--- config.mk ---
export PLATFORM = sky130hd
export DESIGN_NAME = epsv_cfg
export DESIGN_NICKNAME = d
export VERILOG_FILES = /design/src/rtl/epsv_pkg.sv /design/src/rtl/epsv_cfg.sv
export SDC_FILE = /design/constraint.sdc
export NUM_CORES = 1
export LEC_CHECK = 0
export BUFFER_PORTS_ARGS = -buffer_cell sky130_fd_sc_hd__buf_2
export CORE_MARGIN = 2
export CORE_UTILIZATION = 45
export DETAILED_ROUTE_END_ITERATION = 8
export GPL_TIMING_DRIVEN = 0
export PLACE_DENSITY = 0.87
export REMOVE_ABC_BUFFERS = 1
export SYNTH_ARGS = -nofsm -noshare
export SYNTH_HDL_FRONTEND = slang
export SYNTH_SLANG_ARGS = --single-unit
--- constraint.sdc ---
create_clock -name clk -period 4.4 [get_ports clk]
set_input_delay 0.22 -clock clk [delete_from_list [all_inputs] [get_ports clk]]
set_output_delay 0.22 -clock clk [all_outputs]
set_load 0.1 [all_outputs]
--- src/rtl/epsv_pkg.sv ---
// Shared constants and types for the ellipsoid point splat volume.
package epsv_pkg;

	localparam int unsigned ADDR_W = 5;
	localparam int unsigned DATA_W = 32;
	localparam int unsigned REG_IDX_W = 3;
	localparam int unsigned POS_W = 16;
	localparam int unsigned RAD_W = 3;
	localparam int unsigned IDX_W = 15;
	localparam int unsigned KIND_W = 2;
	localparam int unsigned OUT_CNT_W = 16;
	localparam int unsigned HIT_W = 12;

	localparam logic [KIND_W-1:0] KIND_SPLAT = 2'd0;
	localparam logic [KIND_W-1:0] KIND_READ = 2'd1;
	localparam logic [KIND_W-1:0] KIND_CLEAR = 2'd2;

	localparam logic [REG_IDX_W-1:0] REG_ORIGIN_X = 3'd0;
	localparam logic [REG_IDX_W-1:0] REG_ORIGIN_Y = 3'd1;
	localparam logic [REG_IDX_W-1:0] REG_ORIGIN_Z = 3'd2;
	localparam logic [REG_IDX_W-1:0] REG_RADIUS_X = 3'd3;
	localparam logic [REG_IDX_W-1:0] REG_RADIUS_Y = 3'd4;
	localparam logic [REG_IDX_W-1:0] REG_RADIUS_Z = 3'd5;

	typedef struct packed {
		logic signed [POS_W-1:0] origin_x;
		logic signed [POS_W-1:0] origin_y;
		logic signed [POS_W-1:0] origin_z;
		logic [RAD_W-1:0] radius_x;
		logic [RAD_W-1:0] radius_y;
		logic [RAD_W-1:0] radius_z;
	} cfg_t;

	typedef struct packed {
		logic hit;
		logic done;
	} walk_t;

	typedef struct packed {
		logic splat_start;
		logic rd_go;
		logic clr_go;
	} vol_cmd_t;

endpackage

--- src/rtl/epsv_cfg.sv ---
// APB configuration registers: window origin and ellipsoid radii.
module epsv_cfg import epsv_pkg::*; (
	input logic clk,
	input logic arst_n,
	input logic psel,
	input logic penable,
	input logic pwrite,
	input logic [ADDR_W-1:0] paddr,
	input logic [DATA_W-1:0] pwdata,
	output logic [DATA_W-1:0] prdata,
	output logic pready,
	output cfg_t cfg
);
	cfg_t cfg_q;
	logic wr;
	logic [REG_IDX_W-1:0] reg_idx;

	assign wr = psel && penable && pwrite;
	assign reg_idx = paddr[ADDR_W-1:2];
	assign pready = 1'b1;
	assign cfg = cfg_q;

	always_ff @(posedge clk or negedge arst_n) begin
		if (!arst_n) begin
			cfg_q.origin_x <= '0;
			cfg_q.origin_y <= '0;
			cfg_q.origin_z <= '0;
			cfg_q.radius_x <= RAD_W'(1);
			cfg_q.radius_y <= RAD_W'(1);
			cfg_q.radius_z <= RAD_W'(1);
		end else if (wr) begin
			case (reg_idx)
				REG_ORIGIN_X: cfg_q.origin_x <= pwdata[POS_W-1:0];
				REG_ORIGIN_Y: cfg_q.origin_y <= pwdata[POS_W-1:0];
				REG_ORIGIN_Z: cfg_q.origin_z <= pwdata[POS_W-1:0];
				REG_RADIUS_X: cfg_q.radius_x <= pwdata[RAD_W-1:0];
				REG_RADIUS_Y: cfg_q.radius_y <= pwdata[RAD_W-1:0];
				REG_RADIUS_Z: cfg_q.radius_z <= pwdata[RAD_W-1:0];
				default: ;
			endcase
		end
	end

	always_comb begin
		case (reg_idx)
			REG_ORIGIN_X: prdata = DATA_W'(cfg_q.origin_x);
			REG_ORIGIN_Y: prdata = DATA_W'(cfg_q.origin_y);
			REG_ORIGIN_Z: prdata = DATA_W'(cfg_q.origin_z);
			REG_RADIUS_X: prdata = DATA_W'(cfg_q.radius_x);
			REG_RADIUS_Y: prdata = DATA_W'(cfg_q.radius_y);
			REG_RADIUS_Z: prdata = DATA_W'(cfg_q.radius_z);
			default: prdata = '0;
		endcase
	end

endmodule

# Word level (Yosys, flattened, before mapping)
# Cells that the tools add are included.
[totals]
regBits = 57
[classes]
n_eq_ne = 5
n_mux = 1
n_reduce_logical = 9
[ops]
columns = ["cell", "count"]
rows = [
  ["$pmux W32 S6", 1],
  ["$reduce_and A2 Y1", 6],
  ["$eq A3 B2 Y1 const B", 2],
  ["$eq A3 B3 Y1 const B", 2],
  ["$eq A3 B1 Y1 const B", 1],
  ["$logic_not A3 Y1", 1],
  ["$logic_and A1 B1 Y1", 2],
]

# Logic depth before layout (Yosys ltp)
# Gate-level depths: netlist of the first run.
[depth]
word_depth = 3
mapped_depth = 6

# Worst setup path after synthesis of the first run
# Ideal clock, no wire load.
[synth_path]
path_kind = "register -> output"
start = "reg cfg_q (netlist bit cfg[40])"
end = "out prdata[16]"
arrival_ns = 3.955
required_ns = 4.180
path_slack_ns = 0.225
stages_incl_launch_ff = 5
cell_sequence = "dfrtp_1 > mux2i_1 > or2_2 > a21oi_1 > buf_4"
[synth_via]
elab_chain_cells = 1
[synth_lines]
columns = ["element", "line", "rtl"]
rows = [
  ["start: declaration", "epsv_cfg.sv:14", "cfg_t cfg_q;"],
  ["$pmux W32 S6", "epsv_cfg.sv:45", "case (reg_idx)"],
  ["end: declaration", "epsv_cfg.sv:10", "output logic [DATA_W-1:0] prdata,"],
]
# No other way between the ends.

# Final worst setup path of the first run
[layout_path]
start = "in paddr[3]"
end = "out prdata[29]"
[layout_via]
elab_chain_cells = 2
word_cells_on_any_way = 7
cone_classes = "eq/ne (5); mux (1); reduce/logical (1)"
[layout_lines]
columns = ["element", "line", "rtl"]
rows = [
  ["start: declaration", "epsv_cfg.sv:8", "input logic [ADDR_W-1:0] paddr,"],
  ["$eq A3 B3 Y1, or another cell as far along", "epsv_cfg.sv:45", ""],
  ["$pmux W32 S6 (*)", "epsv_cfg.sv:45", ""],
]
# Mark *: on every way between the ends. The rest lies on a longest branch, timed or not.

==> results.txt, run 1 <==
- Buffers inserted during post-CTS setup optimization: 0
* Clock-pin slew on the worst setup and hold paths: 60 ps
* Post-route standard cell area excluding fillers: 3480 sq um
- Internal power comes to 1.11 mW.
* Synthesis-to-layout area growth: 23.1%
- Share of synthesized cell area in full adder, half adder and majority cells: 0
- The initialized floorplan defines 28 standard-cell rows.
- The critical path is of the primary input to output port type.
- Number of cells in the design after placement: 383
* Total length of routed wires: 6380 um
- The count of buffers added on input and output ports is 112.
- Fraction of power spent switching nets: 0.556
- Core outline area: 5990 sq um
* Compound-gate portion of the synthesized area: 0.0350
- In this run, the number of DRC markers left after iteration 0 of detailed routing was 51.
* Pins Over Slew Limit: 0
- Of the total power, combinational logic draws 0.535.
- Along the worst path, the maximum fanout reaches 24.
* Leakage dissipation: 1.83 nW
- Once detail routing completed, the nets flagged for antenna violations numbered 0.
- Of the cells placed in the final design, the portion with a size suffix greater than 1 is 0.640.
- Final setup slack of the worst path: 1250 ps
* Min-delay worst type: primary input to asynchronous set/reset pin
- Combinational family with the most area after synthesis: multiplexers
- Via density: 5.17
- Among all flip-flop cells after synthesis, the most frequent one is dfrtp_1.
- Setup repair after global routing left no endpoint under its margin.
- Worst reg-to-reg path cell count: 1
- Across the run, the number of max-cap violations was 0.
* Number of search-and-repair iterations in the first detailed-routing pass: 6
* Violations in the final reports: hold timing
* First-pass GRT wire length: 10400 um
* Final cycle utilization of the critical path: 0.716
- Crit. Startpoint: paddr[3]
* Total GRT Usage: 0.188
- Mean instance size in the synthesized netlist: 12.6 sq um
- Entering global routing, the biggest net connects 58 pins.
- Post-synthesis register bit count: 57
- Post-synth EDFFs: 0
* Min Clock Period, post-route: 3150 ps
* Antenna violations before repair: 0
- The register with the most flip-flops in the layout has 57 of them.
* Area share of the largest cell type after synthesis: 0.478
- Of the total power, the clock network draws 0.182.
- Final HPWL from detailed placement: 4390 um
* Number of diodes: 0
- Of the total power, registers draw 0.283.
- Final hold analysis gives a worst-case slack of -55.1 ps.
- Pwr Density: 717 nW/um^2
- Setup WS pre-CTS: 1290 ps
* Kind of start point of the critical path: primary input
- Master cell of the clock root buffer: clkbuf_8
* Overall Power: 2.50 mW
* Count of instances resized after the clock tree is built: 0
* Nets: 361
- Routed vias: 2053
- CP Capture Type: output port
- Net Sw Power: 1.39 mW
* Sequential-to-total area share from yosys stat: 0.506
* Relative slew margins: 0.268
* Final Skew: 0 ps
* Die X-Extent: 83.3 um
- For flop-to-flop paths, the worst setup slack is 3600 ps.
- Measured on the finished design, the core utilization comes to 0.581.
- Number of buffers created by CTS: 9
* Synth area leader: dfrtp_1
- Synthesized area: 2830 sq um
- TritonCTS built the clock tree.
- Most area-consuming cells after synthesis: dfrtp_1, mux2_2, mux2i_1
- Mux share of post-synthesis cell area: 0.303
* Clock Latency Late Sink: 310 ps
* Distinct cells, synth: 24
* Req. time, crit path: 4180 ps
- The total overflow left after global routing is 0.
* Final-report hold violation count: 54
- At the pin with the least slew margin, the transition time is 1100 ps.
- The cell count after synthesis came out at 224.
- Die height: 83.3 um
* Post-detailed-route DRC marker count: 0
* Die ar.: 6930 sq um
- At the worst endpoint, the arrival time is 2930 ps.
* Post-detailed-route wirelength per cell: 16.1 um
- IR analysis of the VDD net gives a maximum drop of 0.386 mV.
- The placed instances occupy a cell area of 3290 sq um.
- The congestion estimate from routability-driven global placement came to 0.740.
* Run status: complete, but fails checks
* Synth Area in Simple Gates: 0.0868
- Worst-case clock buffer depth: 2
- For this run, the number of Yosys warnings is 0.
- The number of hold buffers added after CTS was 0.
- Of the total synthesized cell area, the portion taken by XOR and XNOR cells is 0.
- Number of failing setup endpoints in the final timing report: 0
* Number of clock sinks: 57
- Derived from the worst setup path, the maximum achievable clock frequency is 0.318 GHz.
- Post-route non-filler standard cell count: 397
* Startpoint of the worst-slack reg-to-reg timing path: cfg[24]
* Fraction of synthesis flops using an asynchronous set or reset pin: 1.00
- 132 I/O pins were placed.
* Starting density of the core: 0.472
* Max H-tree Level: 3
- The via count of the first global-routing pass came to 2099.
## worst paths after layout
path,to
hold / removal,cfg[1]
setup reg to reg,cfg[24]
hold reg to reg,cfg[52]
max in group asynchronous,cfg[21]
setup / recovery,prdata[29]
min in group clk,cfg[39]
## layer usage
metal / part of all wire / track usage
met4: 0.0080 / 0.0745
met1: 0.43 / 0.228
met3: 0.047 / 0.0467
met2: 0.52 / 0.320
met5: 0 / 0
## layout by cell type (no fill, tap or decap), drive strengths merged, types with 2 or more instances in the layout
| cell type | count |
|---|---|
| clkinv | 3 |
| mux2 | 58 |
| dfrtp | 54 |
| nand2b | 3 |
| a21oi | 14 |
| nor2 | 4 |
| nand2 | 15 |
| o21ai | 2 |
| clkbuf | 10 |
| dfstp | 3 |
| or2 | 15 |
| buf | 112 |
| mux2i | 18 |
| nor2b | 2 |
## worst max-delay path: stages
cell and delay, ps:
buf_2 400, nor2b_1 930, nand2_1 130, a21oi_1 680, buf_2 560
## synth_stat cells (2+ instances only)
cell type,count
buf_4,20
nor2_1,3
dfstp_2,3
nor2b_1,2
buf_2,4
nand2_1,15
mux2i_1,18
dfrtp_1,54
or2_2,15
mux2_2,58
nand2b_1,3
clkbuf_1,3
o21ai_0,2
a21oi_1,14
## metrics by stage
stage               setup TNS [ps]  hold slack (ps)
floorplan                  -359020            -75.6
global placement                 0              478
detailed placement               0              483
CTS                              0              140
global route                     0             2.86
finish                           0            -55.1
## cell type report
type                       instances  area, sq um
timing repair buffer             112          563
fill                             507         2510
clock buffer                      10          138
sequential                        57         1430
tap                               75         93.8
clock inverter                     4         45.0
multi-input combinational        139         1210
## power groups by stage
| stage | Sequential [mW] | Combinational [mW] | Clock (mW) |
|---|---|---|---|
| finish | 0.706 | 1.34 | 0.454 |
| floorplan | 1.46 | 0.380 | 0 |
| detailed placement | 0.716 | 1.34 | 0 |
| global route | 0.720 | 1.37 | 0.489 |
| CTS | 0.707 | 1.34 | 0.469 |
| global placement | 0.709 | 1.33 | 0 |
## cell families (layout without fill, tap and decap cells)
logic type      count (synthesis)  count (layout)
simple gates                   43              43
flops                          57              57
buf+inv                        28             126
mux                            77              77
other cells                     1               1
compound gates                 18              18
(Power assumes the default switching activity.)
==> inputs of run 2 (changes only) <==
Clock period 4.4 ns to 3.1 ns, I/O delays scaled along.
==> results.txt, run 2 (same netlist as run 1, synthesis figures left out) <==
* Number of top-level pins: 132 (unchanged)
* Vias in the first global route: 2099 (unchanged)
* Max-cap viol count: 0 (unchanged)
* Fraction of layout cells with a size suffix above 1: 0.641 (+0.00112)
- The total number of vias came to 2067 (+0.68%).
- The critical path arrival was 2580 ps (-350 ps).
- The width of the die came to 83.3 um (unchanged).
* Total number of placement rows: 28 (unchanged)
- The total global-route track usage was 0.188 (unchanged).
- In the finished design, the share of the clock period the worst path needs comes to 0.882.
- Max H-tree Level: 3 (unchanged)
- Number of failing setup endpoints in the final timing report: 0 (unchanged)
- Number of diodes: 0 (unchanged)
- Number of buffers created by CTS: 9 (unchanged)
- Number of search-and-repair iterations in the first detailed-routing pass: 4 (-2)
- The core occupancy in the finished layout is 0.583 (+0.00209).
- The post-CTS clock slew at the launch and capture registers of the worst setup and hold paths was 60 ps (about the same).
- The maximum vdd ir drop was 0.548 mV (+42%).
- Starting density of the core: 0.472 (unchanged)
- Final estimated routing congestion in global placement: 0.740 (unchanged)
- The tree is rooted in a clkbuf_8.
* Maximum number of pins on one net before global-route repair: 58 (unchanged)
- Antenna violations before repair: 0 (unchanged)
* Core outline area: 5990 sq um (unchanged)
- Min Clock Period, post-route: 2730 ps
- Synthesis-to-layout area growth: 23.6%
* Clock Latency Late Sink: 310 ps (about the same)
- The HPWL after detailed placement came to 4390 um (unchanged).
* Die height: 83.3 um (unchanged)
* Commonest non-fill, non-tap cell in the layout: buf_2
* Max Clk Rate: 0.366 GHz
* Count of buffers inserted at the top-level ports: 112 (unchanged)
- The critical path in this run is classified as primary input to output port.
- The average wire per standard cell came to 16.2 um (+0.48%).
* CP Capture Type: output port
- First-pass GRT wire length: 10400 um (unchanged)
- Relative slew margins: 0.367 (+0.0994)
- The max-slew violation count came to 0 (unchanged).
* Number of filler cells placed in the layout: 507 (unchanged)
- The power density over cell area was 1020 nW/um^2 (+42%).
- The initial DRC count came to 49 (-3.9%).
- Overflow left after global routing: 0 (unchanged)
* RSZ-0062 raised after global routing: false
- The clock net sink count was 57 (unchanged).
- The setup skew after layout came to 0 ps (unchanged).
- The final count of hold timing violations was 0 (-100%).
- The worst setup path is launched from a primary input.
- Worst-case clock buffer depth: 2 (unchanged)
- Nets: 362 (+0.28%)
- The final wirelength is 6430 um (+0.74%).
* Maximum fanout along the worst path: 24 (unchanged)
* Post-detailed-route DRC marker count: 0 (unchanged)
- Highest-count cells in the layout ignoring fill and taps: buf_2, mux2_2, dfrtp_1, mux2i_1
* Via density: 5.19 (+0.43%)
- The residual antenna-violating net count after detailed routing came to 0 (unchanged).
- The smallest hold slack was 91.7 ps (+147 ps).
* Die ar.: 6930 sq um (unchanged)
- The run finished with clean final reports.
- The post-route worst setup slack came to 366 ps (-885 ps).
- Worst Tran Pin Value: 948 ps (-148 ps)
- The min-delay analysis places its worst path in the category primary input to register.
- The flip-flop count of the largest register, all copies and words added is 57 (unchanged).
- TritonCTS clock tree: built
- The placement-stage worst setup slack was 116 ps (-1170 ps).
- The leakage power figure is 1.83 nW (+0.29%).
- Req. time, crit path: 2940 ps (-1240 ps)
==> run 2: path summary, 6_finish.rpt <==
check                           startpoint         end  slack (ps)  cells past startpoint
worst max-delay path              paddr[3]  prdata[21]         370                      5
worst min-delay path            pwdata[14]     cfg[39]          90                      2
worst max register to register     cfg[24]     cfg[24]        2300                      1
worst min register to register     cfg[52]     cfg[52]         530                      1
max in group asynchronous           arst_n     cfg[21]        2180                      2
min in group asynchronous           arst_n      cfg[1]         430                      2
==> run 2: layout make-up <==
class	instances	area (sq um)	area share
clock buffer	10	138	0.0394
clock inverter	4	45.0	0.0129
multi-input combinational	139	1210	0.347
sequential	57	1430	0.410
tap	75	93.8	0.0269
timing repair buffer	113	573	0.164
==> run 2: worst max-delay path: stages <==
cell and delay [ps]:
buf_2 400, nor2b_2 660, nand2_1 120, a21oi_1 670, buf_2 560
==> run 2: through the flow <==
stage	setup TNS (ps)	total power [mW]	instance area (sq um)	cells
2_1_floorplan	-380240	2.59	2630	196
3_3_place_gp	0	2.89	3290	383
3_5_place_dp	0	2.92	3290	383
4_1_cts	0	3.57	3470	397
5_1_grt	0	3.66	3490	398
6_report	0	3.55	3490	398
==> run 2: timing repair <==
action,in CTS,in global routing
setup endpoints to repair,0,17
resized for setup,0,1
hold endpoints to repair,0,54
setup buffers,0,0
hold buffers,0,1
==> run 2: metal layers <==
layer  global-route usage  share of wire  up-vias  wire length [um]
met5                    0              0        -                 0
met4               0.0745          0.012        0                80
met3               0.0467          0.049       11               315
met2                0.320           0.51       80              3300
met1                0.228           0.43     1022              2740
li1                     -              -      954                 -
==> run 2: report_power, final <==
group / switching [mW] / internal, mW
Combinational: 1.60 / 0.297
Sequential: 0.107 / 0.896
Clock: 0.266 / 0.379
==> inputs of run 3 (changes only) <==
Settings changed: CTS_CLUSTER_DIAMETER set to 200, RECOVER_POWER set to 50.
==> results.txt, run 3 (same netlist as run 1, synthesis figures left out) <==
- On the critical path, the stage with the largest delay is an instance of nor2b_2.
- Min-delay worst type: primary input to register
- In this run the critical register-to-register path is launched from cfg[24].
- The cell count of the worst reg-to-reg path came to 1 (unchanged).
- The total number of vias was 2051 (-0.77%).
* Worst-case clock buffer depth: 2 (unchanged)
- Synthesis-to-layout area growth: 21.6%
- The net total in the final layout came to 362 (unchanged).
* Post-route non-filler standard cell count: 398 (unchanged)
- Highest-count cells in the layout ignoring fill and taps: buf_2, mux2_2, dfrtp_1, clkbuf_1, mux2i_1
* Number of diodes: 0 (unchanged)
- The power after layout was 3.52 mW (-0.79%).
- Detail Route Antenna Nets: 0 (unchanged)
* Final HPWL from detailed placement: 4390 um (unchanged)
* Post-detailed-route DRC marker count: 0 (unchanged)
* Post-detailed-route wirelength per cell: 16.1 um (-0.22%)
- Number of buffers created by CTS: 9 (unchanged)
* Clock-pin slew on the worst setup and hold paths: 60 ps (about the same)
* Number of top-level pins: 132 (unchanged)
- Number of failing setup endpoints in the final timing report: 0 (unchanged)
- Worst reg2reg endpoint: cfg[24]
* Total length of routed wires: 6420 um (-0.22%)
- Kind of critical path: primary input to output port
- Max H-tree Level: 3 (unchanged)
- Number of cells in the design after placement: 383 (unchanged)
* Final estimated routing congestion in global placement: 0.740 (unchanged)
- Vias in the first global route: 2099 (unchanged)
* Maximum fanout along the worst path: 24 (unchanged)
- Total number of placement rows: 28 (unchanged)
- Cell depth of the worst hold path: 2 (unchanged)
- List of cells traversed by the critical path: buf_2, nor2b_2, nand2_1, a21oi_1, buf_2
- The library cell used most frequently in the layout, excluding fill and tap cells, is buf_2.
- The width of the die is 83.3 um (unchanged).
- The number of antenna violations at the first check in global routing was 0 (unchanged).
- Final-report hold violation count: 0 (unchanged)
- The setup skew after layout came to 0 ps (unchanged).
* Total GRT Usage: 0.188 (unchanged)
- Setup repair after global routing left no endpoint under its margin.
- The most numerous cell type found on the critical path is buf_2.
* Number of clock sinks: 57 (unchanged)
- The starting density of the core was 0.472 (unchanged).
- Core outline area: 5990 sq um (unchanged)
- The required time at the endpoint of the critical path was 2940 ps (about the same).
* Area after DPL: 3290 sq um (unchanged)
* Delay of the slowest critical-path stage: 660 ps (about the same)
- The path with the worst hold slack has its endpoint at cfg[39].
- The detailed-router iteration count before antenna repair came to 4 (unchanged).
- First-pass GRT wire length: 10400 um (unchanged)
- Broken down by cell family, the worst path's largest delay share belongs to buffers and inverters.
- The headroom to the max-slew limit was 0.0792 (-0.288).
- Number of flip-flops in the largest register: 57 (unchanged)
- Min Clock Period, post-route: 2730 ps (-5.11 ps)
- Buffers inserted during post-CTS setup optimization: 0 (unchanged)
- Count of buffers inserted at the top-level ports: 112 (unchanged)
* Clock Latency Late Sink: 310 ps (about the same)
- Setup slack on the worst flop-to-flop path: 2300 ps (about the same)
- Worst Tran Pin Value: 1380 ps (+433 ps)
- In this run the most critical hold path is launched from pwdata[14].
- The fmax is 0.366 GHz (+0.19%).
- Leakage dissipation: 1.69 nW (-8.0%)
* Post-route standard cell area excluding fillers: 3440 sq um (-1.6%)
* Fraction of layout cells with a size suffix above 1: 0.511 (-0.130)
* Run status: complete, no violations
* Iter 0 DRT Violations: 50 (+2.0%)
- Worst vdd rail ir drop: 0.544 mV (-0.68%)
* Max-cap viol count: 0 (unchanged)
* Die ar.: 6930 sq um (unchanged)
- CP Capture Type: output port
* Die height: 83.3 um (unchanged)
- The worst setup path is launched from a primary input.
- The max-slew violation count was 0 (unchanged).
- Maximum number of pins on one net before global-route repair: 58 (unchanged)
* Worst Path Buf+Inv: 2 (unchanged)
* Pwr Density: 1020 nW/um^2 (+0.80%)
- The tree is rooted in a clkbuf_8.
- Via density: 5.15 (-0.77%)
* Crit. Startpoint: paddr[3]
- WP data arrival: 2570 ps (about the same)
- The post-route fraction of the period consumed by the critical path is 0.880 (-0.00165).
- The overflow left after global routing is 0 (unchanged).
- TritonCTS clock tree: built
* Number of filler cells placed in the layout: 533 (+5.1%)
-- run 3: worst max path at each step --
| stage | to | slack, ps | depth (start not counted) |
|---|---|---|---|
| floorplan | prdata[15] | -22350 | 3 |
| global placement | prdata[28] | 210 | 5 |
| detailed placement | prdata[29] | 120 | 5 |
| CTS | prdata[29] | 100 | 5 |
| global route | prdata[29] | 130 | 5 |
| finish | prdata[29] | 370 | 5 |
-- run 3: through the flow --
| step | utilization | hold slack, ps | worst slack (ps) | TNS [ps] |
|---|---|---|---|---|
| after detailed placement | 0.549 | 418 | 116 | 0 |
| after global placement | 0.549 | 413 | 211 | 0 |
| final | 0.574 | 90.8 | 371 | 0 |
| after floorplan | - | -141 | -22350 | -380240 |
| after CTS | 0.579 | 75.0 | 104 | 0 |
| after global routing | 0.574 | 77.2 | 132 | 0 |
-- run 3: final cells by class --
class | instances | area, sq um | area share
clock buffers | 10 | 138 | 0.0400
clock inverters | 4 | 45.0 | 0.0131
multi-input cells | 139 | 1210 | 0.353
flip-flops and latches | 57 | 1430 | 0.416
well taps | 75 | 93.8 | 0.0273
repair buffers | 113 | 518 | 0.151
-- run 3: report_power, final --
group	switching, mW	leakage [nW]	internal [mW]	total, mW
Sequential	0.110	0.722	0.896	1.01
Combinational	1.60	0.866	0.265	1.86
Clock	0.267	0.0978	0.379	0.646
-- run 3: repair_timing --
action | CTS | global route
resized for setup | 0 | 1
endpoints found under the setup margin | 0 | 17
endpoints found under the hold margin | 0 | 54
hold buffers | 0 | 1
-- run 3: metal layers --
| layer | vias to the layer above | wire length [um] | track usage |
|---|---|---|---|
| met3 | 11 | 307 | 0.0467 |
| met5 | - | 0 | 0 |
| met4 | 0 | 86 | 0.0745 |
| met1 | 1007 | 2760 | 0.228 |
| li1 | 956 | - | - |
| met2 | 77 | 3270 | 0.320 |
