`config.mk`:
```
export PLATFORM = sky130hd
export DESIGN_NAME = epsv_geom
export DESIGN_NICKNAME = d
export VERILOG_FILES = /design/src/rtl/epsv_pkg.sv /design/src/rtl/epsv_geom.sv
export SDC_FILE = /design/constraint.sdc
export NUM_CORES = 1
export LEC_CHECK = 0
export BUFFER_PORTS_ARGS = -buffer_cell sky130_fd_sc_hd__buf_2
export CAP_MARGIN = 20
export CORE_ASPECT_RATIO = 1.5
export CORE_MARGIN = 2
export CORE_UTILIZATION = 30
export DETAILED_ROUTE_END_ITERATION = 8
export PLACE_DENSITY_LB_ADDON = 0.05
export REMOVE_ABC_BUFFERS = 1
export SYNTH_ARGS = -nofsm -noshare
export SYNTH_HDL_FRONTEND = slang
export SYNTH_SLANG_ARGS = --single-unit
export TNS_END_PERCENT = 20
```
`constraint.sdc`:
```
create_clock -name clk -period 11.4 [get_ports clk]
set_clock_uncertainty 0.1 [all_clocks]
set_input_delay 1.71 -clock clk [delete_from_list [all_inputs] [get_ports clk]]
set_output_delay 1.71 -clock clk [all_outputs]
set_load 0.02 [all_outputs]
```
`src/rtl/epsv_pkg.sv`:
```
// Shared constants and types for the ellipsoid point splat volume.
package epsv_pkg;

	localparam int unsigned ADDR_W = 5;
	localparam int unsigned DATA_W = 32;
	localparam int unsigned REG_IDX_W = 3;
	localparam int unsigned POS_W = 16;
	localparam int unsigned RAD_W = 3;
	localparam int unsigned IDX_W = 15;
	localparam int unsigned KIND_W = 2;
	localparam int unsigned OUT_CNT_W = 16;
	localparam int unsigned HIT_W = 12;

	localparam logic [KIND_W-1:0] KIND_SPLAT = 2'd0;
	localparam logic [KIND_W-1:0] KIND_READ = 2'd1;
	localparam logic [KIND_W-1:0] KIND_CLEAR = 2'd2;

	localparam logic [REG_IDX_W-1:0] REG_ORIGIN_X = 3'd0;
	localparam logic [REG_IDX_W-1:0] REG_ORIGIN_Y = 3'd1;
	localparam logic [REG_IDX_W-1:0] REG_ORIGIN_Z = 3'd2;
	localparam logic [REG_IDX_W-1:0] REG_RADIUS_X = 3'd3;
	localparam logic [REG_IDX_W-1:0] REG_RADIUS_Y = 3'd4;
	localparam logic [REG_IDX_W-1:0] REG_RADIUS_Z = 3'd5;

	typedef struct packed {
		logic signed [POS_W-1:0] origin_x;
		logic signed [POS_W-1:0] origin_y;
		logic signed [POS_W-1:0] origin_z;
		logic [RAD_W-1:0] radius_x;
		logic [RAD_W-1:0] radius_y;
		logic [RAD_W-1:0] radius_z;
	} cfg_t;

	typedef struct packed {
		logic hit;
		logic done;
	} walk_t;

	typedef struct packed {
		logic splat_start;
		logic rd_go;
		logic clr_go;
	} vol_cmd_t;

endpackage

```
`src/rtl/epsv_geom.sv`:
```
// Splat sequencer: shared-multiplier setup, then one ellipsoid offset per cycle.
module epsv_geom import epsv_pkg::*; #(
	parameter int VOL_W = 32,
	parameter int VOL_H = 32,
	parameter int VOL_D = 32,
	parameter int MAX_RADIUS = 7,
	parameter int AW = 15
) (
	input logic clk,
	input logic arst_n,
	input logic start,
	input cfg_t cfg,
	input logic signed [POS_W-1:0] px,
	input logic signed [POS_W-1:0] py,
	input logic signed [POS_W-1:0] pz,
	output walk_t walk,
	output logic [AW-1:0] addr
);
	localparam int RW = (MAX_RADIUS < 1) ? 1 : $clog2(MAX_RADIUS + 1);
	localparam int KW = RW + 1;
	localparam int SQW = 2 * RW;
	localparam int WW = 4 * RW;
	localparam int PW = 6 * RW;
	localparam int TW = PW + 3;
	localparam int OW = POS_W + 2;
	localparam int MAW = (WW > AW) ? WW : AW;
	localparam int MBW = (SQW > AW) ? SQW : AW;
	localparam int PRW = MAW + MBW;
	localparam int PLANE = VOL_W * VOL_H;

	typedef enum logic [14:0] {
		G_IDLE = 15'b000000000000001,
		G_SQX  = 15'b000000000000010,
		G_SQY  = 15'b000000000000100,
		G_SQZ  = 15'b000000000001000,
		G_SXY  = 15'b000000000010000,
		G_WX   = 15'b000000000100000,
		G_WY   = 15'b000000001000000,
		G_PROD = 15'b000000010000000,
		G_UX   = 15'b000000100000000,
		G_UY   = 15'b000001000000000,
		G_UZ   = 15'b000010000000000,
		G_YB   = 15'b000100000000000,
		G_ZB   = 15'b001000000000000,
		G_INIT = 15'b010000000000000,
		G_WALK = 15'b100000000000000
	} gstate_t;

	function automatic logic [RW-1:0] clamp_r(input logic [RAD_W-1:0] r);
		logic [RW-1:0] c;
		if (int'(r) > MAX_RADIUS) c = RW'(MAX_RADIUS);
		else c = RW'(r);
		return c;
	endfunction

	function automatic logic [KW-1:0] odd_r(input logic [RW-1:0] r);
		logic [KW-1:0] o;
		if (r == '0) o = '0;
		else o = {r, 1'b0} - KW'(1);
		return o;
	endfunction

	gstate_t state_q, state_d;

	logic [RW-1:0] rx, ry, rz;
	logic signed [OW-1:0] xo0, yo0, zo0;
	logic [MAW-1:0] mul_a;
	logic [MBW-1:0] mul_b;
	logic [PRW-1:0] mul_p;

	logic [SQW-1:0] sx_q, sy_q, sz_q, sxp, syp, szp;
	logic [WW-1:0] sxy_q, wx_q, wy_q, wz_q;
	logic [PW-1:0] prod_q;
	logic [TW-1:0] ux0_q, uy0_q, uz0_q;
	logic [AW-1:0] ybase_q, zbase_q;

	logic [TW-1:0] tx_q, ty_q, tz_q, ux_q, uy_q, uz_q;
	logic [TW-1:0] tx0, ty0, tz0, ell_sum;
	logic signed [OW-1:0] xo_q, yo_q, zo_q;
	logic [KW-1:0] kx_q, ky_q, kz_q;
	logic [AW-1:0] idx_q, row_q, plane_q;
	logic last_x, last_y, last_z, in_ell, in_win;

	assign rx = clamp_r(cfg.radius_x);
	assign ry = clamp_r(cfg.radius_y);
	assign rz = clamp_r(cfg.radius_z);

	// first offset of the walk, relative to the window origin
	assign xo0 = OW'(px) - OW'(cfg.origin_x) - OW'({1'b0, rx});
	assign yo0 = OW'(py) - OW'(cfg.origin_y) - OW'({1'b0, ry});
	assign zo0 = OW'(pz) - OW'(cfg.origin_z) - OW'({1'b0, rz});

	assign sxp = (sx_q == '0) ? SQW'(1) : sx_q;
	assign syp = (sy_q == '0) ? SQW'(1) : sy_q;
	assign szp = (sz_q == '0) ? SQW'(1) : sz_q;

	always_comb begin
		mul_a = '0;
		mul_b = '0;
		case (state_q)
			G_SQX: begin mul_a = MAW'(rx); mul_b = MBW'(rx); end
			G_SQY: begin mul_a = MAW'(ry); mul_b = MBW'(ry); end
			G_SQZ: begin mul_a = MAW'(rz); mul_b = MBW'(rz); end
			G_SXY: begin mul_a = MAW'(sxp); mul_b = MBW'(syp); end
			G_WX: begin mul_a = MAW'(syp); mul_b = MBW'(szp); end
			G_WY: begin mul_a = MAW'(sxp); mul_b = MBW'(szp); end
			G_PROD: begin mul_a = MAW'(sxy_q); mul_b = MBW'(szp); end
			G_UX: begin mul_a = MAW'(wx_q); mul_b = MBW'(odd_r(rx)); end
			G_UY: begin mul_a = MAW'(wy_q); mul_b = MBW'(odd_r(ry)); end
			G_UZ: begin mul_a = MAW'(wz_q); mul_b = MBW'(odd_r(rz)); end
			G_YB: begin mul_a = MAW'(AW'(yo0)); mul_b = MBW'(AW'(VOL_W)); end
			G_ZB: begin mul_a = MAW'(AW'(zo0)); mul_b = MBW'(AW'(PLANE)); end
			default: ;
		endcase
	end

	assign mul_p = PRW'(mul_a) * PRW'(mul_b);

	// squared-distance terms at offset -r: r^2 * w equals the full product
	assign tx0 = (sx_q == '0) ? '0 : TW'(prod_q);
	assign ty0 = (sy_q == '0) ? '0 : TW'(prod_q);
	assign tz0 = (sz_q == '0) ? '0 : TW'(prod_q);

	assign ell_sum = tx_q + ty_q + tz_q;
	assign in_ell = ell_sum <= TW'(prod_q);
	assign in_win = !xo_q[OW-1] && (xo_q[OW-2:0] < (OW-1)'(VOL_W))
		&& !yo_q[OW-1] && (yo_q[OW-2:0] < (OW-1)'(VOL_H))
		&& !zo_q[OW-1] && (zo_q[OW-2:0] < (OW-1)'(VOL_D));

	assign last_x = kx_q == {rx, 1'b0};
	assign last_y = ky_q == {ry, 1'b0};
	assign last_z = kz_q == {rz, 1'b0};

	assign walk.hit = (state_q == G_WALK) && in_ell && in_win;
	assign walk.done = (state_q == G_WALK) && last_x && last_y && last_z;
	assign addr = idx_q;

	always_comb begin
		state_d = state_q;
		case (state_q)
			G_IDLE: if (start) state_d = G_SQX;
			G_SQX: state_d = G_SQY;
			G_SQY: state_d = G_SQZ;
			G_SQZ: state_d = G_SXY;
			G_SXY: state_d = G_WX;
			G_WX: state_d = G_WY;
			G_WY: state_d = G_PROD;
			G_PROD: state_d = G_UX;
			G_UX: state_d = G_UY;
			G_UY: state_d = G_UZ;
			G_UZ: state_d = G_YB;
			G_YB: state_d = G_ZB;
			G_ZB: state_d = G_INIT;
			G_INIT: state_d = G_WALK;
			G_WALK: if (walk.done) state_d = G_IDLE;
			default: state_d = G_IDLE;
		endcase
	end

	always_ff @(posedge clk or negedge arst_n) begin
		if (!arst_n) begin
			state_q <= G_IDLE;
		end else begin
			state_q <= state_d;
		end
	end

	always_ff @(posedge clk) begin
		case (state_q)
			G_SQX: sx_q <= SQW'(mul_p);
			G_SQY: sy_q <= SQW'(mul_p);
			G_SQZ: sz_q <= SQW'(mul_p);
			G_SXY: sxy_q <= WW'(mul_p);
			G_WX: wx_q <= (sx_q == '0) ? '0 : WW'(mul_p);
			G_WY: wy_q <= (sy_q == '0) ? '0 : WW'(mul_p);
			G_PROD: begin
				prod_q <= PW'(mul_p);
				wz_q <= (sz_q == '0) ? '0 : sxy_q;
			end
			G_UX: ux0_q <= TW'(0) - TW'(mul_p);
			G_UY: uy0_q <= TW'(0) - TW'(mul_p);
			G_UZ: uz0_q <= TW'(0) - TW'(mul_p);
			G_YB: ybase_q <= AW'(mul_p);
			G_ZB: zbase_q <= AW'(mul_p);
			G_INIT: begin
				tx_q <= tx0;
				ty_q <= ty0;
				tz_q <= tz0;
				ux_q <= ux0_q;
				uy_q <= uy0_q;
				uz_q <= uz0_q;
				xo_q <= xo0;
				yo_q <= yo0;
				zo_q <= zo0;
				kx_q <= '0;
				ky_q <= '0;
				kz_q <= '0;
				idx_q <= zbase_q + ybase_q + AW'(xo0);
				row_q <= zbase_q + ybase_q + AW'(xo0);
				plane_q <= zbase_q + ybase_q + AW'(xo0);
			end
			G_WALK: begin
				// advance the term by its running difference, and that by twice the weight
				if (!last_x) begin
					kx_q <= kx_q + KW'(1);
					xo_q <= xo_q + OW'(1);
					idx_q <= idx_q + AW'(1);
					tx_q <= tx_q + ux_q;
					ux_q <= ux_q + TW'({wx_q, 1'b0});
				end else begin
					kx_q <= '0;
					xo_q <= xo0;
					tx_q <= tx0;
					ux_q <= ux0_q;
					if (!last_y) begin
						ky_q <= ky_q + KW'(1);
						yo_q <= yo_q + OW'(1);
						ty_q <= ty_q + uy_q;
						uy_q <= uy_q + TW'({wy_q, 1'b0});
						row_q <= row_q + AW'(VOL_W);
						idx_q <= row_q + AW'(VOL_W);
					end else begin
						ky_q <= '0;
						yo_q <= yo0;
						ty_q <= ty0;
						uy_q <= uy0_q;
						kz_q <= kz_q + KW'(1);
						zo_q <= zo_q + OW'(1);
						tz_q <= tz_q + uz_q;
						uz_q <= uz_q + TW'({wz_q, 1'b0});
						plane_q <= plane_q + AW'(PLANE);
						row_q <= plane_q + AW'(PLANE);
						idx_q <= plane_q + AW'(PLANE);
					end
				end
			end
			default: ;
		endcase
	end

endmodule

```
# ---- After elaboration in Yosys (flattened, before gate mapping)
# Index checks and enable logic that the tools add are counted.
dict set report op_classes {
  addsub 29
  n_eq_ne 22
  mux 54
  mul 1
  magnitude_cmp 4
  reduce_logical 25
  bitwise_logic 0
  n_shift 0
  div 0
}
# cell n
set op_table {}
lappend op_table {{$pmux W21 S2} 6}
lappend op_table {{$pmux W15 S15} 1}
lappend op_table {{$mux W21} 10}
lappend op_table {{$pmux W15 S11} 1}
lappend op_table {{$mux W18} 8}
lappend op_table {{$pmux W11 S10} 1}
lappend op_table {{$pmux W18 S2} 3}
lappend op_table {{$add A21 B21 Y21} 5}
lappend op_table {{$mux W15} 7}
lappend op_table {{$pmux W15 S2} 3}
lappend op_table {{$add A21 B13 Y21} 3}
lappend op_table {{$add A18 B2 Y18 const B} 3}
lappend op_table {{$sub A17 B4 Y18} 3}
lappend op_table {{$lt A17 B6 Y1 const B} 3}
lappend op_table {{$sub A16 B16 Y17} 3}
lappend op_table {{$mux W4} 8}
lappend op_table {{$add A15 B15 Y15} 2}
lappend op_table {{$pmux W4 S2} 3}
lappend op_table {{$le A21 B18 Y1} 1}
lappend op_table {{$mul A15 B15 Y21} 1}
lappend op_table {{$sub A1 B21 Y21 const A} 1}
lappend op_table {{$logic_not A6 Y1} 3}
lappend op_table {{$mux W6} 3}
lappend op_table {{$add A15 B1 Y15 const B} 1}
lappend op_table {{29 further kinds} 52}
dict set report word_totals {
  ram_bits 0
  wordCells 164
  mem_count 0
  romBits 0
  output_inout_bits 17
  input_bits 108
  latchBits 0
  regBits 429
}

# ---- Depth between registers and ports, before layout
# Gate-level depths: netlist of the first run.
dict set report logic_depth {
  ltp_word 7
  mapped_depth 36
  depth_no_buf 36
}

# ---- Worst setup path before layout of the first run
# Ideal clock, no wire load.
dict set report synth_timing {
  kind {input port to flip-flop}
  from {in cfg[3] (netlist bit)}
  to {reg ux0_q[20], data pin}
  stages 36
  slack_ns 1.580
  t_arrival_ns 9.446
  required_ns 11.026
  path_cell_list {inv_1 fa_1 inv_1 ha_1 or2_2 fa_1 a21o_1 a21oi_1 nor2b_1 o21a_1 nor2_1 o21ai_0 xor2_1 a211oi_1 or2_2 fa_1 inv_1 ha_1 inv_1 fa_1 inv_1 fa_1 inv_1 fa_1 inv_1 ha_1 and3_1 and2_1 nand3_1 nand2b_1 a211oi_1 nor2_1 nor4_4 nand2b_2 nor4b_4 xnor3_1}
}
dict set report synth_between {
  elab_chain_len 5
  elab_cells_between_ends 8
  cone_classes {add/sub (3); mul (1); mux (3); reduce/logical (1)}
}
# element line_no
set synth_lines {}
lappend synth_lines {{start: declaration} epsv_geom.sv:12} ;# input cfg_t cfg,
lappend synth_lines {{parallel branches: the longest is 3 deep, another holds $sub A17 B4 Y18} -}
lappend synth_lines {{$mul A15 B15 Y21 (*)} epsv_geom.sv:117} ;# assign mul_p = PRW'(mul_a) * PRW'(mul_b);
lappend synth_lines {{via mul_p[16]} epsv_geom.sv:69} ;# logic [PRW-1:0] mul_p;
lappend synth_lines {{$sub A1 B21 Y21 (*)} epsv_geom.sv:180} ;# G_UX: ux0_q <= TW'(0) - TW'(mul_p);
lappend synth_lines {{end signal: assignment} epsv_geom.sv:180}
lappend synth_lines {{end: declaration} epsv_geom.sv:74} ;# logic [TW-1:0] ux0_q, uy0_q, uz0_q;
# Mark *: on every way through the listed nets, which the timed path passes.
# A chain may end at the register's enable or synchronous reset.

# ---- Worst setup path in the final report of the first run
dict set report layout_timing {
  from {in cfg[3] (netlist bit)}
  to {reg uy0_q[20], data pin}
}
dict set report layout_between {
  elab_chain_len 5
  elab_cells_between_ends 8
  cone_classes {add/sub (3); mul (1); mux (3); reduce/logical (1)}
}
# element line_no
set layout_lines {}
lappend layout_lines {{parallel branches: the longest is 3 deep, another holds $sub A17 B4 Y18} -}
lappend layout_lines {{$mul A15 B15 Y21 (*)} epsv_geom.sv:117}
lappend layout_lines {{via mul_p[16]} epsv_geom.sv:69}
lappend layout_lines {{$sub A1 B21 Y21 (*)} epsv_geom.sv:181} ;# G_UY: uy0_q <= TW'(0) - TW'(mul_p);
lappend layout_lines {{end signal: assignment} epsv_geom.sv:181}
lappend layout_lines {{end: declaration} epsv_geom.sv:74}
# Marked as above.

==> flow_summary.toml, run 1 <==
[power]
power_uw = 4510
swShare_pct = 29.4
powerDensity_nw_per_um2 = 123
p_clk_share_pct = 37.5
peakVddDrop_mv = 0.0909
p_comb_share_pct = 21.4
sequentialPowerShare_pct = 41.1
leakage_uw = 0.0154
p_switching_uw = 1320
p_int_uw = 3180

[final_layout]
seqCellArea_sq_um = 12800
fillCellCount = 10792
multi_input_area_sq_um = 18000
area_growth_pct = 13.1
final_layout_size_suffix_gt1_share_pct = 8.83
layout.nets = 3931

[route]
wire_per_inst_um = 21.5
firstDrtPassIters = 5
drc = 0
drt_wl_total_mm = 104
num_vias = 23843
vias_per_cell = 4.92
ant_nets = 0
drt_iter0_drc = 1165

[cts]
cts_setup_buffers = 0
cts_root_buf = "clkbuf_16"
cts_tree = "built"
clockBufferDepth = 3
clk_pin_slew_ns = 0.06
post_cts_resized = 0
clock-sinks = 429
cts_hold_buffers = 0
clock_latency_ns = 0.62
h-tree-depth = 2
numCtsBuffers = 49

[timing]
drv_slew = 0
tns_ns = 0
hold_violations = 0
hold_ws_ns = 0.412
finalCritPeriodShare_pct = 88.1
setup_viol = 0
timing.final.ws_setup_ns = 1.36
rsz0062_at_grt = "no"
maxClockFrequency_ghz = 0.0996
layout_min_cycle_time_ns = 10.04
tightest_slew_ns = 1.06
slew_headroom_pct = 29.3

[floorplanning]
dieArea_sq_um = 110000
row_count = 147
pin_count = 125
core_sq_um = 107000
fp.dieH_um = 406
die_w_um = 272
initial_core_util_pct = 30.2

[synth]
yosys_most_used_dff = "edfxtp_1"
yosys_warnings = 0
yosys-top-cells-count = "edfxtp_1, inv_1, ha_1"
async_flop_share_pct = 3.50
synth_top_area_cell = "edfxtp_1"
synth_top_area_share_pct = 38.5
syn_avg_cell_area_sq_um = 9.98
synth-edff-count = 414
synth-seq-cells = 429
synthCells = 3234
synthTopCellsByArea = "edfxtp_1, ha_1, fa_1"
ys_seq_area_share_pct = 39.7
syn_area_sq_um = 32300
ys_types = 96
synth.most_common_cell = "edfxtp_1"

[global_route]
grt-ovfl-total = 0
grt_start_max_net_pins = 78
antenna_found_initial = 2
grt_pass1_wl_mm = 157
grt_pass1_vias = 25363
track_usage_pct = 18.9

[worst_setup_path]
end_kind = "flop"
critPathMaxFanout = 5
r2r-start = "state_q[5]"
start_kind = "primary input"
slowest_stage = "fa_1"
critPathKind = "in2reg"
cp-startpoint = "cfg[3]"
cp_data_arrival_time_ns = 10.25
required_ns = 11.61
crit_top_cell = "inv_1"
slowest_delay_ns = 0.56

[job]
maxCapViolCount = 0

[outcome]
run_status = "finished clean"

[place]
gp_congestion = 0.833
dp_hpwl_mm = 81.9
preCtsSetupSlack_ns = 0.743
io_buffer_count = 124

[hold_path]
min_path_type = "reg2reg"
hp-start = "uy0_q[6]"
==> path summary, 6_finish.rpt <==
kind / cells past startpoint / slack, ns / to
worst max-delay path: 37 / 1.36 / uy0_q[20]
worst min-delay path: 2 / 0.41 / uy_q[6]
worst max register to register: 29 / 2.11 / uy0_q[20]
worst min register to register: 2 / 0.41 / uy_q[6]
max in group asynchronous: 1 / 10.01 / state_q[0]
min in group asynchronous: 1 / 0.89 / state_q[13]
==> metrics by stage <==
step,util [%],area (sq um),std cells
after floorplan,-,32000,3174
after global placement,32.6,34800,4753
after detailed placement,32.6,34800,4753
after CTS,34.1,36500,4844
after global routing,34.2,36500,4845
final,34.2,36500,4846
==> power groups by stage <==
stage	combinational (uW)	sequential, uW	clock, uW
6_report	964	1850	1690
5_1_grt	1100	1850	1790
4_1_cts	986	1850	1750
3_5_place_dp	981	1890	0
3_3_place_gp	966	1880	0
2_1_floorplan	678	1880	0
==> logic make-up after synthesis <==
family / synth area share [%]
AOI/OAI and AO/OA: 12.3
xor gates and xnor gates: 8.23
other: 0.0233
muxes: 0.442
adders and majority gates: 19.4
buffers and inverters: 5.10
and+or+nand+nor: 14.8
DFF: 39.7
==> metal layers <==
metal  global-route usage (%)  share of wire (%)  vias to the layer above
met5                        0                  0                        -
met4                     4.81                2.4                        0
met3                     1.46                2.4                       97
met2                     37.7                 55                      375
met1                     21.4                 40                    11713
li1                         -                  -                    11658
==> worst max-delay path, delay by kind of cell <==
kind / cells / cell delay [ns]
adders and majority gates: 9 / 3.85
and+or+nand+nor: 12 / 2.35
AOI/OAI and AO/OA: 6 / 1.14
xor gates and xnor gates: 2 / 0.60
buffers and inverters: 8 / 0.58
==> cell type report <==
class / instances / area share, %
Clock inverter: 33 / 1.05
Antenna cell: 1 / 0.00686
Sequential cell: 429 / 35.1
Multi-Input combinational cell: 2385 / 49.3
Tap cell: 1415 / 4.85
Timing Repair Buffer: 165 / 2.59
Inverter: 360 / 3.70
Clock buffer: 58 / 3.45
==> flip-flops by register name, indices dropped and copies added (netlist names), 18 cells and up <==
signal,count
yo_q,18
ux_q,21
zo_q,18
ux0_q,21
uy0_q,21
xo_q,18
tx_q,21
tz_q,21
uz0_q,21
uz_q,21
prod_q,18
uy_q,21
ty_q,21
==> cells in the final DEF, fill, tap and decap left out, types with 19 or more instances in the layout <==
master     count
edfxtp_1     414
inv_1        356
ha_1         322
nand2_1      267
nor2_1       262
o21ai_0      238
a21oi_1      157
xor2_1       152
xnor2_1      146
nand3_1      127
buf_2        124
fa_1         111
a21o_1        59
clkbuf_16     49
and2_1        41
buf_4         39
nand2b_1      38
and3_1        34
nor2b_1       33
nor3_1        32
nor4_1        25
nand4_1       23
o21bai_1      19
o21a_1        19
Note: power is estimated with default switching activity, not from simulation.
==> run 2, diff against run 1 <==
--- a/config.mk
+++ b/config.mk
@@ -11,7 +11,7 @@
 export CORE_MARGIN = 2
 export CORE_UTILIZATION = 30
 export DETAILED_ROUTE_END_ITERATION = 8
-export PLACE_DENSITY_LB_ADDON = 0.05
+export PLACE_DENSITY = 0.47
 export REMOVE_ABC_BUFFERS = 1
 export SYNTH_ARGS = -nofsm -noshare
 export SYNTH_HDL_FRONTEND = slang
==> run 2 against run 1 <==
Compared with the run above:
- sequential share of layout area grew 0.071 points
- first-iteration DRC count grew 8.4%
- wire length shrank 4.9%
- final area shrank 0.20%
- combinational power grew 0.5%
- non-clock buffer count grew 1
- fmax grew 0.15%
- total power shrank 1.3%
- global-route usage shrank 0.97 points
- utilization shrank 0.069 points
- count of clock-buffer cells in the layout shrank 8
- critical path type unchanged
- critical endpoint unchanged
==> flow_summary.toml, run 2 (same netlist as run 1, synthesis figures left out) <==
[cts]
numCtsBuffers = 45
h-tree-depth = 2
clock-sinks = 429
post_cts_resized = 0
cts_tree = "built"
cts_setup_buffers = 0
cts_root_buf = "clkbuf_16"
cts_hold_buffers = 0
clk_pin_slew_ns = 0.07
clock_latency_ns = 0.61
clockBufferDepth = 3

[worst_setup_path]
crit_top_cell = "inv_1"
end_kind = "flop"
r2r_setup_slack_ns = 2.39
critPathKind = "in2reg"
slowest_delay_ns = 0.57
r2r-start = "state_q[5]"
slowest_stage = "fa_1"
required_ns = 11.63
cp_data_arrival_time_ns = 10.26
critPathMaxFanout = 6
start_kind = "primary input"
cp-startpoint = "cfg[3]"
r2r_cells = 26

[timing]
setup_viol = 0
maxClockFrequency_ghz = 0.0997
layout_min_cycle_time_ns = 10.03
tightest_slew_ns = 1.07
hold_ws_ns = 0.403
drv_slew = 0
timing.final.ws_setup_ns = 1.37
finalCritPeriodShare_pct = 88.0
tns_ns = 0
rsz0062_at_grt = "no"
slew_headroom_pct = 28.9
hold_violations = 0

[place]
dpl_cell_area_sq_um = 34900
preCtsSetupSlack_ns = 0.716
gp_congestion = 0.866
io_buffer_count = 124
dp_hpwl_mm = 78.5

[final_layout]
design_area_sq_um = 36400
area_growth_pct = 12.8
fillCellCount = 10876
antenna_cells = 0
final_cell_mix = "edfxtp_1, inv_1, ha_1, nand2_1, nor2_1"
fin_util_pct = 34.1
layout_commonest_cell = "edfxtp_1"
layout.nets = 3928
final_layout_size_suffix_gt1_share_pct = 9.09

[global_route]
antenna_found_initial = 2
grt_pass1_wl_mm = 150
grt-ovfl-total = 0
track_usage_pct = 18.0
grt_pass1_vias = 25127
grt_start_max_net_pins = 78

[route]
wire_per_inst_um = 20.5
drc = 0
num_vias = 23835
ant_nets = 0
drt_iter0_drc = 1263
firstDrtPassIters = 5
drt_wl_total_mm = 99.2
vias_per_cell = 4.93

[job]
maxCapViolCount = 0

[floorplanning]
die_w_um = 272
initial_core_util_pct = 30.2
core_sq_um = 107000
row_count = 147
fp.dieH_um = 406
pin_count = 125
dieArea_sq_um = 110000

[power]
peakVddDrop_mv = 0.0914
leakage_uw = 0.0154
powerDensity_nw_per_um2 = 122

[outcome]
run_status = "finished clean"

[hold_path]
hold_depth = 1
min_path_type = "reg2reg"
hp-start = "ux0_q[0]"
## run 2: through the flow
| step | total power, uW | cells |
|---|---|---|
| 3_3_place_gp | 2860 | 4752 |
| 4_1_cts | 4500 | 4837 |
| 3_5_place_dp | 2860 | 4755 |
| 6_report | 4450 | 4837 |
| 5_1_grt | 4660 | 4837 |
| 2_1_floorplan | 2560 | 3174 |
## run 2: metal layers
metal / track usage [%] / wire length (um) / share of wire [%]
met1: 18.9 / 37400 / 38
met3: 1.22 / 2550 / 2.6
met5: 0 / 0 / 0
met4: 7.27 / 4230 / 4.3
met2: 36.3 / 55000 / 55
## run 2: area by class of cell
class                           instances  area, sq um  area share (%)
Clock inverter                         32          378            1.04
Multi-Input combinational cell       2385        18000            49.4
Tap cell                             1415         1770            4.86
Inverter                              360         1350            3.71
Sequential cell                       429        12800            35.2
Timing Repair Buffer                  166          953            2.62
Clock buffer                           50         1190            3.26
## run 2: power breakdown
| group | internal, uW | switching [uW] |
|---|---|---|
| combinational | 375 | 594 |
| sequential | 1830 | 17.8 |
| clock | 918 | 708 |
## run 2: final timing paths
kind	end
setup / recovery	uy0_q[20]
min in group asynchronous	state_q[7]
setup reg to reg	ux0_q[19]
hold / removal	ux_q[0]
max in group asynchronous	state_q[0]
hold reg to reg	ux_q[0]
## run 2: critical path, delay by kind of cell
kind	cells	cell delay, ns
adder cells (fa/ha/maj)	9	3.86
AND/OR/NAND/NOR	9	1.88
AO/OA/AOI/OAI	8	1.45
buffers and inverters	9	0.77
XOR/XNOR	2	0.57
